==> config.mk <==
export PLATFORM = sky130hd
export DESIGN_NAME = ccf_premul
export DESIGN_NICKNAME = d
export VERILOG_FILES = /design/src/hdl/ccf_pkg.sv /design/src/hdl/ccf_premul.sv
export SDC_FILE = /design/constraint.sdc
export NUM_CORES = 1
export LEC_CHECK = 0
export CAP_MARGIN = 20
export CORE_ASPECT_RATIO = 1.4
export CORE_MARGIN = 3
export CORE_UTILIZATION = 58
export DETAILED_ROUTE_END_ITERATION = 16
export DONT_BUFFER_PORTS = 1
export PLACE_DENSITY = 0.74
export SKIP_LAST_GASP = 1
export SYNTH_ARGS = -nofsm -noshare
export SYNTH_HDL_FRONTEND = slang
export SYNTH_SLANG_ARGS = --single-unit
export TNS_END_PERCENT = 30
==> constraint.sdc <==
create_clock -name clk -period 4.45 [get_ports clk]
set_input_delay 0.89 -clock clk [delete_from_list [all_inputs] [get_ports clk]]
set_output_delay 0.89 -clock clk [all_outputs]
set_load 0.01 [all_outputs]
==> src/hdl/ccf_pkg.sv <==
// Package for the colour filter chain: widths, operation codes, coefficient tables,
// the per-stage coefficient builder and the pixel struct handed along the chain.
// No dependencies.
package ccf_pkg;

	localparam int NUM_STAGES = 4;
	localparam int REG_COUNT  = 4;
	localparam int SET_W      = 52;
	localparam int COEF_W     = 36;
	localparam int ACC_W      = 48;
	localparam int UNIT_Q12   = 4096;

	localparam logic [3:0] OP_PASS   = 4'd0;
	localparam logic [3:0] OP_GRAY   = 4'd1;
	localparam logic [3:0] OP_BRIGHT = 4'd2;
	localparam logic [3:0] OP_CONTR  = 4'd3;
	localparam logic [3:0] OP_SEPIA  = 4'd4;
	localparam logic [3:0] OP_HUE    = 4'd5;
	localparam logic [3:0] OP_INVERT = 4'd6;
	localparam logic [3:0] OP_SAT    = 4'd7;
	localparam logic [3:0] OP_OPAC   = 4'd8;

	localparam int LUMA [3] = '{13933, 46871, 4732};
	localparam int SEPIA [9] = '{25756, 50397, 12386, 22872, 44958, 11010,
		17826, 34996, 8585};
	localparam int HUE_K0 [9] = '{3490, 11715, 1180, 3490, 11715, 1180,
		3490, 11715, 1180};
	localparam int HUE_KC [9] = '{12894, -11715, -1180, -3490, 4669, -1180,
		-3490, -11715, 15204};
	localparam int HUE_KS [9] = '{-3490, -11715, 15204, 2343, 2294, -4637,
		-12894, 11715, 1180};
	localparam int SAT_K [9] = '{12894, -11715, -1180, -3490, 4669, -1180,
		-3490, -11715, 15204};

	typedef logic signed [COEF_W-1:0] coef_w_t;
	typedef logic signed [ACC_W-1:0]  acc_t;

	// Each stage is reduced to res_i = round(sum_j m_ij * c_j + off_i) in Q28.
	typedef struct packed {
		coef_w_t [8:0] m;
		acc_t [2:0]    off;
		logic          opa;
		logic [12:0]   cu;
	} coef_t;

	typedef struct packed {
		logic            valid;
		logic [7:0]      a;
		logic [2:0][7:0] ch;
	} pix_t;

	function automatic coef_t stage_coef(input logic [SET_W-1:0] s);
		coef_t r;
		logic [3:0] op;
		acc_t amt;
		acc_t cu;
		acc_t cs;
		acc_t sn;
		acc_t one;
		acc_t v;
		op  = s[3:0];
		amt = $signed({32'd0, s[19:4]});
		cu  = (amt > acc_t'(UNIT_Q12)) ? acc_t'(UNIT_Q12) : amt;
		cs  = $signed({{32{s[35]}}, s[35:20]});
		sn  = $signed({{32{s[51]}}, s[51:36]});
		one = acc_t'(1) <<< 28;
		for (int i = 0; i < 3; i++) begin
			r.off[i] = '0;
			for (int j = 0; j < 3; j++) begin
				r.m[i*3+j] = (i == j) ? COEF_W'(one) : '0;
			end
		end
		r.opa = 1'b0;
		r.cu  = cu[12:0];
		case (op)
			OP_GRAY, OP_SEPIA: begin
				for (int i = 0; i < 3; i++) begin
					for (int j = 0; j < 3; j++) begin
						v = cu * acc_t'((op == OP_GRAY) ? LUMA[j] : SEPIA[i*3+j]);
						if (i == j) v = v + one - (cu <<< 16);
						r.m[i*3+j] = COEF_W'(v);
					end
				end
			end
			OP_BRIGHT: begin
				for (int i = 0; i < 3; i++) r.m[i*4] = COEF_W'(amt <<< 16);
			end
			OP_CONTR: begin
				for (int i = 0; i < 3; i++) begin
					r.m[i*4] = COEF_W'(amt <<< 16);
					r.off[i] = (acc_t'(255 * UNIT_Q12) - acc_t'(255) * amt) <<< 15;
				end
			end
			OP_HUE: begin
				for (int k = 0; k < 9; k++) begin
					v = (acc_t'(HUE_K0[k]) <<< 14) + acc_t'(HUE_KC[k]) * cs
						+ acc_t'(HUE_KS[k]) * sn;
					r.m[k] = COEF_W'(v);
				end
			end
			OP_INVERT: begin
				for (int i = 0; i < 3; i++) begin
					r.m[i*4] = COEF_W'((acc_t'(UNIT_Q12) - (cu <<< 1)) <<< 16);
					r.off[i] = (acc_t'(255) * cu) <<< 16;
				end
			end
			OP_SAT: begin
				for (int k = 0; k < 9; k++) begin
					v = ((acc_t'(HUE_K0[k]) <<< 12) + acc_t'(SAT_K[k]) * amt) <<< 2;
					r.m[k] = COEF_W'(v);
				end
			end
			OP_OPAC: r.opa = 1'b1;
			default: ;
		endcase
		return r;
	endfunction

endpackage

==> src/hdl/ccf_premul.sv <==
// Final cell: premultiplies RGB by alpha when alpha is below full, two pipeline registers.
// Depends on ccf_pkg.
module ccf_premul (
	input  logic          clk,
	input  logic          arst_n,
	input  logic          en,
	input  ccf_pkg::pix_t pix_in,
	output ccf_pkg::pix_t pix_out
);
	import ccf_pkg::*;

	logic [2:0][15:0] prod_s1;
	logic [2:0][7:0]  ch_s1;
	logic [7:0]       a_s1;
	logic             valid_s1;
	logic             valid_s2;
	logic [7:0]       a_s2;
	logic [2:0][7:0]  ch_s2;

	always_ff @(posedge clk or negedge arst_n) begin
		if (!arst_n) begin
			valid_s1 <= 1'b0;
			valid_s2 <= 1'b0;
		end else if (en) begin
			valid_s1 <= pix_in.valid;
			valid_s2 <= valid_s1;
		end
	end

	always_ff @(posedge clk) begin
		logic [16:0] x;
		logic [16:0] q;
		if (en) begin
			for (int i = 0; i < 3; i++) begin
				prod_s1[i] <= 16'(pix_in.ch[i]) * 16'(pix_in.a);
			end
			ch_s1 <= pix_in.ch;
			a_s1  <= pix_in.a;
			// Division by 255 as a shift-and-add, exact for the products that occur.
			for (int i = 0; i < 3; i++) begin
				x = 17'(prod_s1[i]) + 17'd127;
				q = (x + (x >> 8) + 17'd1) >> 8;
				ch_s2[i] <= (a_s1 == 8'd255) ? ch_s1[i] : q[7:0];
			end
			a_s2 <= a_s1;
		end
	end

	assign pix_out = {valid_s2, a_s2, ch_s2};

endmodule

Word level (Yosys, flattened, before mapping)
Index checks and enable logic that the tools add are counted.

Flip-flop bits (word level): 114. Bits of input ports: 36. Output and inout bits: 33. Word-level logic and storage cells: 29.

Add/sub/neg operators: 9. Multipliers: 3. Equality and inequality tests: 1. Multiplexer cells: 3.

Operator list (count): $add A16 B7 Y17 const B (3); $add A16 B1 Y16 const B (3); $add A16 B9 Y16 (3); $mul A8 B8 Y16 (3); $mux W8 (3); $eq A8 B8 Y1 const B (1).

Longest topological paths before layout
Gate-level depths: netlist (run 1).

Depth in word-level cells: 4. Depth in mapped cells: 18.

Least setup slack after synthesis (run 1)
No wires, ideal clock.

Kind: in2reg. Start: input port pix_in[26] in the netlist's numbering. End: register prod_s1[47] in the netlist's numbering (data pin). Setup time: 260 ps. Data arrival time: 4740 ps. Slack: -550 ps. Stages: 15. Cell sequence: clkbuf_1 > nand2_1 > fa_1 > fa_1 > inv_1 > fa_1 > inv_1 > fa_1 > inv_1 > ha_1 > a21boi_1 > o41a_1 > a41o_1 > o41a_1 > xnor2_1.

Longest elaborated chain between the ends: 1.

Ends and longest elaborated chain: start, declared (RTL line ccf_premul.sv:7) `input ccf_pkg::pix_t pix_in,`; $mul A8 B8 Y16 (RTL line ccf_premul.sv:35) `prod_s1[i] <= 16'(pix_in.ch[i]) * 16'(pix_in.a);`; end signal, assigned by index (RTL line ccf_premul.sv:35); end, declared (RTL line ccf_premul.sv:12) `logic [2:0][15:0] prod_s1;`.

No other way between the ends. A chain may end at the register's enable or synchronous reset.

Worst setup path after layout (run 1)
Start: input port pix_in[18] in the netlist's numbering. End: register prod_s1[47] in the netlist's numbering (data pin).

The elaborated chain is that of the path after synthesis.

==> impl_metrics.yaml, run 1 <==
status:
  status: "completed"
cts:
  numCtsBuffers: 17
  htreeDepth: 4
  clk_latency_ns: 0.43
  cts_tree: "built"
  cts_root_buffer: "clkbuf_16"
  clkTransAtPathRegs_ns: 0.07
  cts_max_path_buffers: 2
  hold_buffers: 0
  cts_sinks: 114
cells_and_area:
  final_nets: 1503
  instances_no_fill: 1489
  drive_above_1_share_pct: 9.30
  diodes: 0
  syn_to_final_growth_pct: 9.49
  fillCellCount: 1608
  ff_latch_area_um2: 3410
  multi_input_area_um2: 7920
  final_area_um2: 13200
grt:
  grt.total_usage_pct: 24.1
  grt_pass1_wl_um: 42800
  grt_pass1_vias: 8965
  antenna_found_initial: 0
  grt_max_degree: 115
  grt_overflow: 0
synth:
  yosysUniqueCellTypes: 76
  synth_compound_area_share_pct: 8.14
  synth_seq_area_share_pct: 28.4
  synth_edf_count: 112
  synth_seq_cells: 114
  synth_mux_area_share_pct: 0.354
  syn_area_per_cell_um2: 10.1
  mappedNetlistArea_um2: 12000
  synth-async-reset-ratio_pct: 1.75
  syn-num-nets: 1476
  synth_top_area_cell: "edfxtp_1"
  ys_warn_count: 0
  synth-simple-area-share_pct: 18.5
  synth_flop_cell: "edfxtp_1"
  synthXorXnorAreaFrac_pct: 5.75
  syn_inst: 1197
  yosysTopAreaCellShare_pct: 28.0
  synthTopCellsByArea: "edfxtp_1 (28%), fa_1 (18%), ha_1 (14%)"
  synthAdderAreaFrac_pct: 32.0
  synth_top_family_by_area: "adder cells"
critical_path:
  path_cells: "and2_1, fa_1, fa_1, ha_1, inv_1, fa_1, inv_1, ha_1, nor2b_1, o21ai_1, a21boi_1, o41a_1, a41o_1, o41a_1, xnor2_1"
  slowest_delay_ns: 0.47
  crit_family: "adder cells"
  worst_setup_path_start_kind: "input port"
  rr_worst_depth: 14
  cp.buffers_inverters: 2
  crit_top_cell: "fa_1"
  reg2reg_slack_ns: 0.58
  cp-end-kind: "flip-flop"
  required_ns: 4.63
  cp_num_cells: 15
  critPathKind: "input port to flip-flop"
  crit_slowest_cell: "fa_1"
  worstPathArrival_ns: 4.50
  crit_fanout: 9
placement:
  hpwl_um: 19500
  place_inst: 1457
  numPortBuffers: 0
  placed_cell_area_um2: 12600
  gp_congestion: 0.875
floorplanning:
  die_h_um: 176
  pin_count: 69
  start_util_pct: 59.7
  core_um2: 20100
  dieArea_um2: 22500
  rows: 61
  die_w_um: 128
sta:
  setup_viol: 0
  maxSlewViolCount: 0
  max_clock_freq_ghz: 0.231
  tightest_slew_ns: 0.563
  fin_crit_ns: 4.32
  fin_crit_sh_pct: 97.1
  finClkSkew_ns: 0.0163
  final_hold_viol_count: 0
  slew_headroom_pct: 62.2
  rsz0062_at_grt: "yes"
routing:
  viasPerCell: 5.68
  drt-pass1-iter-count: 5
  wl_um: 25700
  route.vias.total: 8458
  drc: 0
  drt.antenna.violating_nets: 0
  drt_iter0_drc: 419
  post_drt_wl_per_cell_um: 17.3
job:
  maxCapViolCount: 0
pwr:
  p_per_area_nw_per_um2: 560
  ir_drop_uv: 375
  leakage_nw: 5.96
hold_path:
  hold_class: "input port to asynchronous set/reset pin"
-- layer usage --
metal | vias to the layer above | routed length (µm) | global-route usage, %
met5 | - | 0 | 0
met4 | 0 | 930 | 10.4
met3 | 62 | 1020 | 4.45
met2 | 169 | 14100 | 44.4
met1 | 4195 | 9700 | 26.8
li1 | 4032 | - | -
-- metrics by stage --
| stage | power (mW) | setup TNS, ns | hold WS [ns] | util [%] | setup slack [ns] |
|---|---|---|---|---|---|
| floorplan | 4.96 | -0.794 | 0.426 | - | -0.265 |
| global placement | 5.90 | -1.33 | 0.429 | 62.5 | -0.285 |
| detailed placement | 6.02 | -1.93 | 0.437 | 62.5 | -0.349 |
| CTS | 7.43 | 0 | 0.130 | 65.4 | 0.108 |
| global route | 8.00 | -0.0428 | 0.142 | 65.4 | -0.0340 |
| finish | 7.38 | 0 | 0.151 | 65.4 | 0.129 |
-- layout make-up --
| cell class | count | share of cell area [%] |
|---|---|---|
| Timing Repair Buffer | 33 | 1.88 |
| Sequential cell | 114 | 25.9 |
| Multi-Input combinational cell | 870 | 60.1 |
| Clock inverter | 15 | 1.14 |
| Inverter | 188 | 5.36 |
| Clock buffer | 17 | 3.23 |
| Tap cell | 252 | 2.39 |
-- where the power goes --
part	internal, mW	leakage, nW	switching [mW]
Combinational	1.90	4.56	2.13
Clock	0.784	0.286	0.567
Sequential	1.70	1.12	0.296
Total	4.38	5.96	2.99
-- cells in the final DEF, fill, tap and decap left out, types with 5 or more instances in the layout --
| master | Yosys | layout |
|---|---|---|
| edfxtp_1 | 112 | 112 |
| and2_1 | 156 | 151 |
| xnor2_1 | 54 | 54 |
| nor3b_1 | 7 | 7 |
| nor2_1 | 51 | 49 |
| nor3_1 | 21 | 21 |
| and3_1 | 6 | 6 |
| ha_1 | 135 | 129 |
| ha_4 | 0 | 6 |
| o21a_1 | 12 | 12 |
| nand4_1 | 9 | 9 |
| a21oi_1 | 38 | 38 |
| and2_4 | 0 | 5 |
| o21ai_0 | 20 | 18 |
| clkbuf_16 | 0 | 17 |
| inv_1 | 188 | 187 |
| a21o_1 | 7 | 7 |
| xor2_1 | 25 | 25 |
| nand3_1 | 15 | 15 |
| clkinv_4 | 0 | 6 |
| o211ai_1 | 7 | 7 |
| a211oi_1 | 6 | 6 |
| nand2_1 | 101 | 98 |
| nor2b_1 | 10 | 9 |
| buf_4 | 4 | 33 |
| a31oi_1 | 6 | 6 |
| o31ai_1 | 7 | 7 |
| fa_1 | 108 | 106 |
-- synthesized netlist by cell type (3+ instances only) --
cell,instances
xor2_1,25
clkbuf_1,19
o21ai_0,20
a211oi_1,6
and4_1,4
nor3b_1,7
nor3_1,21
nand2_1,101
nand4_1,9
o21a_1,12
and3_1,6
buf_4,4
ha_1,135
fa_1,108
o211ai_1,7
xnor2_1,54
a31oi_1,6
and2_1,156
edfxtp_1,112
nor2_1,51
o41a_1,3
nor4b_1,3
inv_1,188
a21oi_1,38
nand3_1,15
nor2b_1,10
a21o_1,7
o31ai_1,7
-- cell families (layout without fill, tap and decap cells) --
logic type / after synthesis / in the layout
flops: 114 / 114
xor+xnor: 79 / 79
simple gates: 407 / 407
mux: 4 / 4
compound gates: 137 / 137
buf+inv: 213 / 253
fa+ha+maj: 243 / 243
-- path summary, 6_finish.rpt --
check,start,endpoint
max,pix_in[18],prod_s1[47]
min,arst_n,valid_s2
max reg2reg,prod_s1[0],pix_out[4]
min reg2reg,a_s1[3],a_s2[3]
max in group asynchronous,arst_n,valid_s1
min in group clk,a_s1[3],a_s2[3]
-- state kept, by name, summed over array words and instances, names as in the netlist --
name	flops
a_s1	8
ch_s1	24
valid_s2	1
pix_out	24
valid_s1	1
a_s2	8
prod_s1	48
-- what timing repair did --
| action | 4_1_cts | 5_1_grt |
|---|---|---|
| setup endpoints to repair | 0 | 1 |
| setup buffers | 0 | 0 |
| resized for setup | 0 | 1 |
Power figures use the tool's default switching activity.
==> inputs of run 2 (changes only) <==
SETUP_SLACK_MARGIN = 0.2   (was unset)
==> impl_metrics.yaml, run 2 (same netlist as run 1, synthesis figures left out) <==
status:
  status: "completed"
critical_path:
  cp-end-kind: "flip-flop"
  worst_setup_path_start_kind: "input port"
  crit_slowest_cell: "fa_1"
  critPathKind: "input port to flip-flop"
  reg2reg_slack_ns: 0.37
  worstPathArrival_ns: 4.39
  crit_fanout: 25
  crit_top_cell: "fa_1"
  slowest_delay_ns: 0.52
  path_cells: "and2_1, fa_1, fa_1, fa_1, inv_1, fa_1, inv_1, ha_1, o41a_1, a41o_1, o41a_1, xnor2_1"
  required_ns: 4.62
cells_and_area:
  instances_no_fill: 1484
  largest_register_ffs: 48
  finish.utilization_pct: 65.6
  largest_register: "prod_s1"
  syn_to_final_growth_pct: 9.82
  final_nets: 1497
  most-common-layout-cells: "inv_1 (183), and2_1 (150), ha_1 (127), edfxtp_1 (112), fa_1 (105)"
  fillCellCount: 1616
  drive_above_1_share_pct: 9.99
  final_common_cell: "inv_1"
sta:
  max_clock_freq_ghz: 0.237
  slew_headroom_pct: 56.7
  fin_crit_ns: 4.22
  final_hold_viol_count: 0
  rsz0062_at_grt: "yes"
  maxSlewViolCount: 0
  finClkSkew_ns: 0.00990
  fin_crit_sh_pct: 94.8
  tightest_slew_ns: 0.645
  setup_viol: 0
grt:
  grt_pass1_vias: 9071
  grt_max_degree: 115
  antenna_found_initial: 0
  grt.total_usage_pct: 24.3
  grt_overflow: 0
  grt_pass1_wl_um: 43400
placement:
  gp_congestion: 0.838
  hpwl_um: 19100
  place_inst: 1450
  numPortBuffers: 0
routing:
  post_drt_wl_per_cell_um: 17.2
  route.vias.total: 8344
  drt-pass1-iter-count: 5
  drc: 0
  drt.antenna.violating_nets: 0
  drt_iter0_drc: 371
  viasPerCell: 5.62
  wl_um: 25500
job:
  maxCapViolCount: 0
floorplanning:
  die_h_um: 176
  core_um2: 20100
  die_w_um: 128
  rows: 61
  dieArea_um2: 22500
  pin_count: 69
  start_util_pct: 59.7
pwr:
  leakage_nw: 5.94
  ir_drop_uv: 258
  p_per_area_nw_per_um2: 553
cts:
  cts_root_buffer: "clkbuf_16"
  cts_max_path_buffers: 2
  htreeDepth: 4
  numCtsBuffers: 17
  clkTransAtPathRegs_ns: 0.06
  cts_tree: "built"
  hold_buffers: 0
  cts_sinks: 114
  clk_latency_ns: 0.43
hold_path:
  hold_class: "input port to asynchronous set/reset pin"
run 2: timing repair:
item | CTS | global route
pin swaps | 0 | 3
resized for setup | 1 | 7
hold endpoints to repair | 0 | 0
setup endpoints to repair | 1 | 9
buffers inserted | 0 | 1
run 2: worst paths after layout:
path	from	endpoint	cells past startpoint
max in group asynchronous	arst_n	valid_s1	0
max	pix_in[26]	prod_s1[47]	12
min reg2reg	a_s1[7]	a_s2[7]	0
min in group clk	a_s1[7]	a_s2[7]	0
min	arst_n	valid_s2	0
max reg2reg	prod_s1[0]	pix_out[5]	14
run 2: per-layer routing:
metal | share of wire (%) | global-route usage, % | up-vias
met5 | 0 | 0 | -
met4 | 2.4 | 8.45 | 0
met3 | 6.2 | 6.27 | 42
met2 | 53 | 43.7 | 196
met1 | 38 | 27.8 | 4091
li1 | - | - | 4015
run 2: through the flow:
step / setup TNS, ns / instance area, µm² / hold slack, ns / setup slack (ns) / power [mW]
after floorplan: -0.660 / 12300 / 0.426 / -0.256 / 5.01
after global placement: -0.706 / 12600 / 0.439 / -0.222 / 5.81
after detailed placement: -1.24 / 12600 / 0.443 / -0.248 / 5.92
after CTS: 0 / 13200 / 0.130 / 0.185 / 7.35
after global routing: 0 / 13200 / 0.130 / 0.0794 / 7.99
final: 0 / 13200 / 0.147 / 0.232 / 7.31
run 2: layout make-up:
class	count	area [µm²]	share of cell area, %
Multi-Input combinational cell	870	7990	60.4
Sequential cell	114	3410	25.8
Inverter	188	706	5.34
Clock buffer	17	425	3.22
Tap cell	252	315	2.39
Timing Repair Buffer	27	203	1.53
Clock inverter	15	163	1.23
Antenna cell	1	2.50	0.0189
run 2: worst max-delay path, delay by kind of cell:
kind	cells	cell delay [ns]
and+or+nand+nor	1	0.15
adders and majority gates	5	2.21
AOI/OAI and AO/OA	3	0.91
xor gates and xnor gates	1	0.13
buffers and inverters	2	0.09
run 2: report_power, final:
part           internal (mW)  switching [mW]
clock                  0.798           0.593
sequential              1.69           0.289
combinational           1.89            2.05
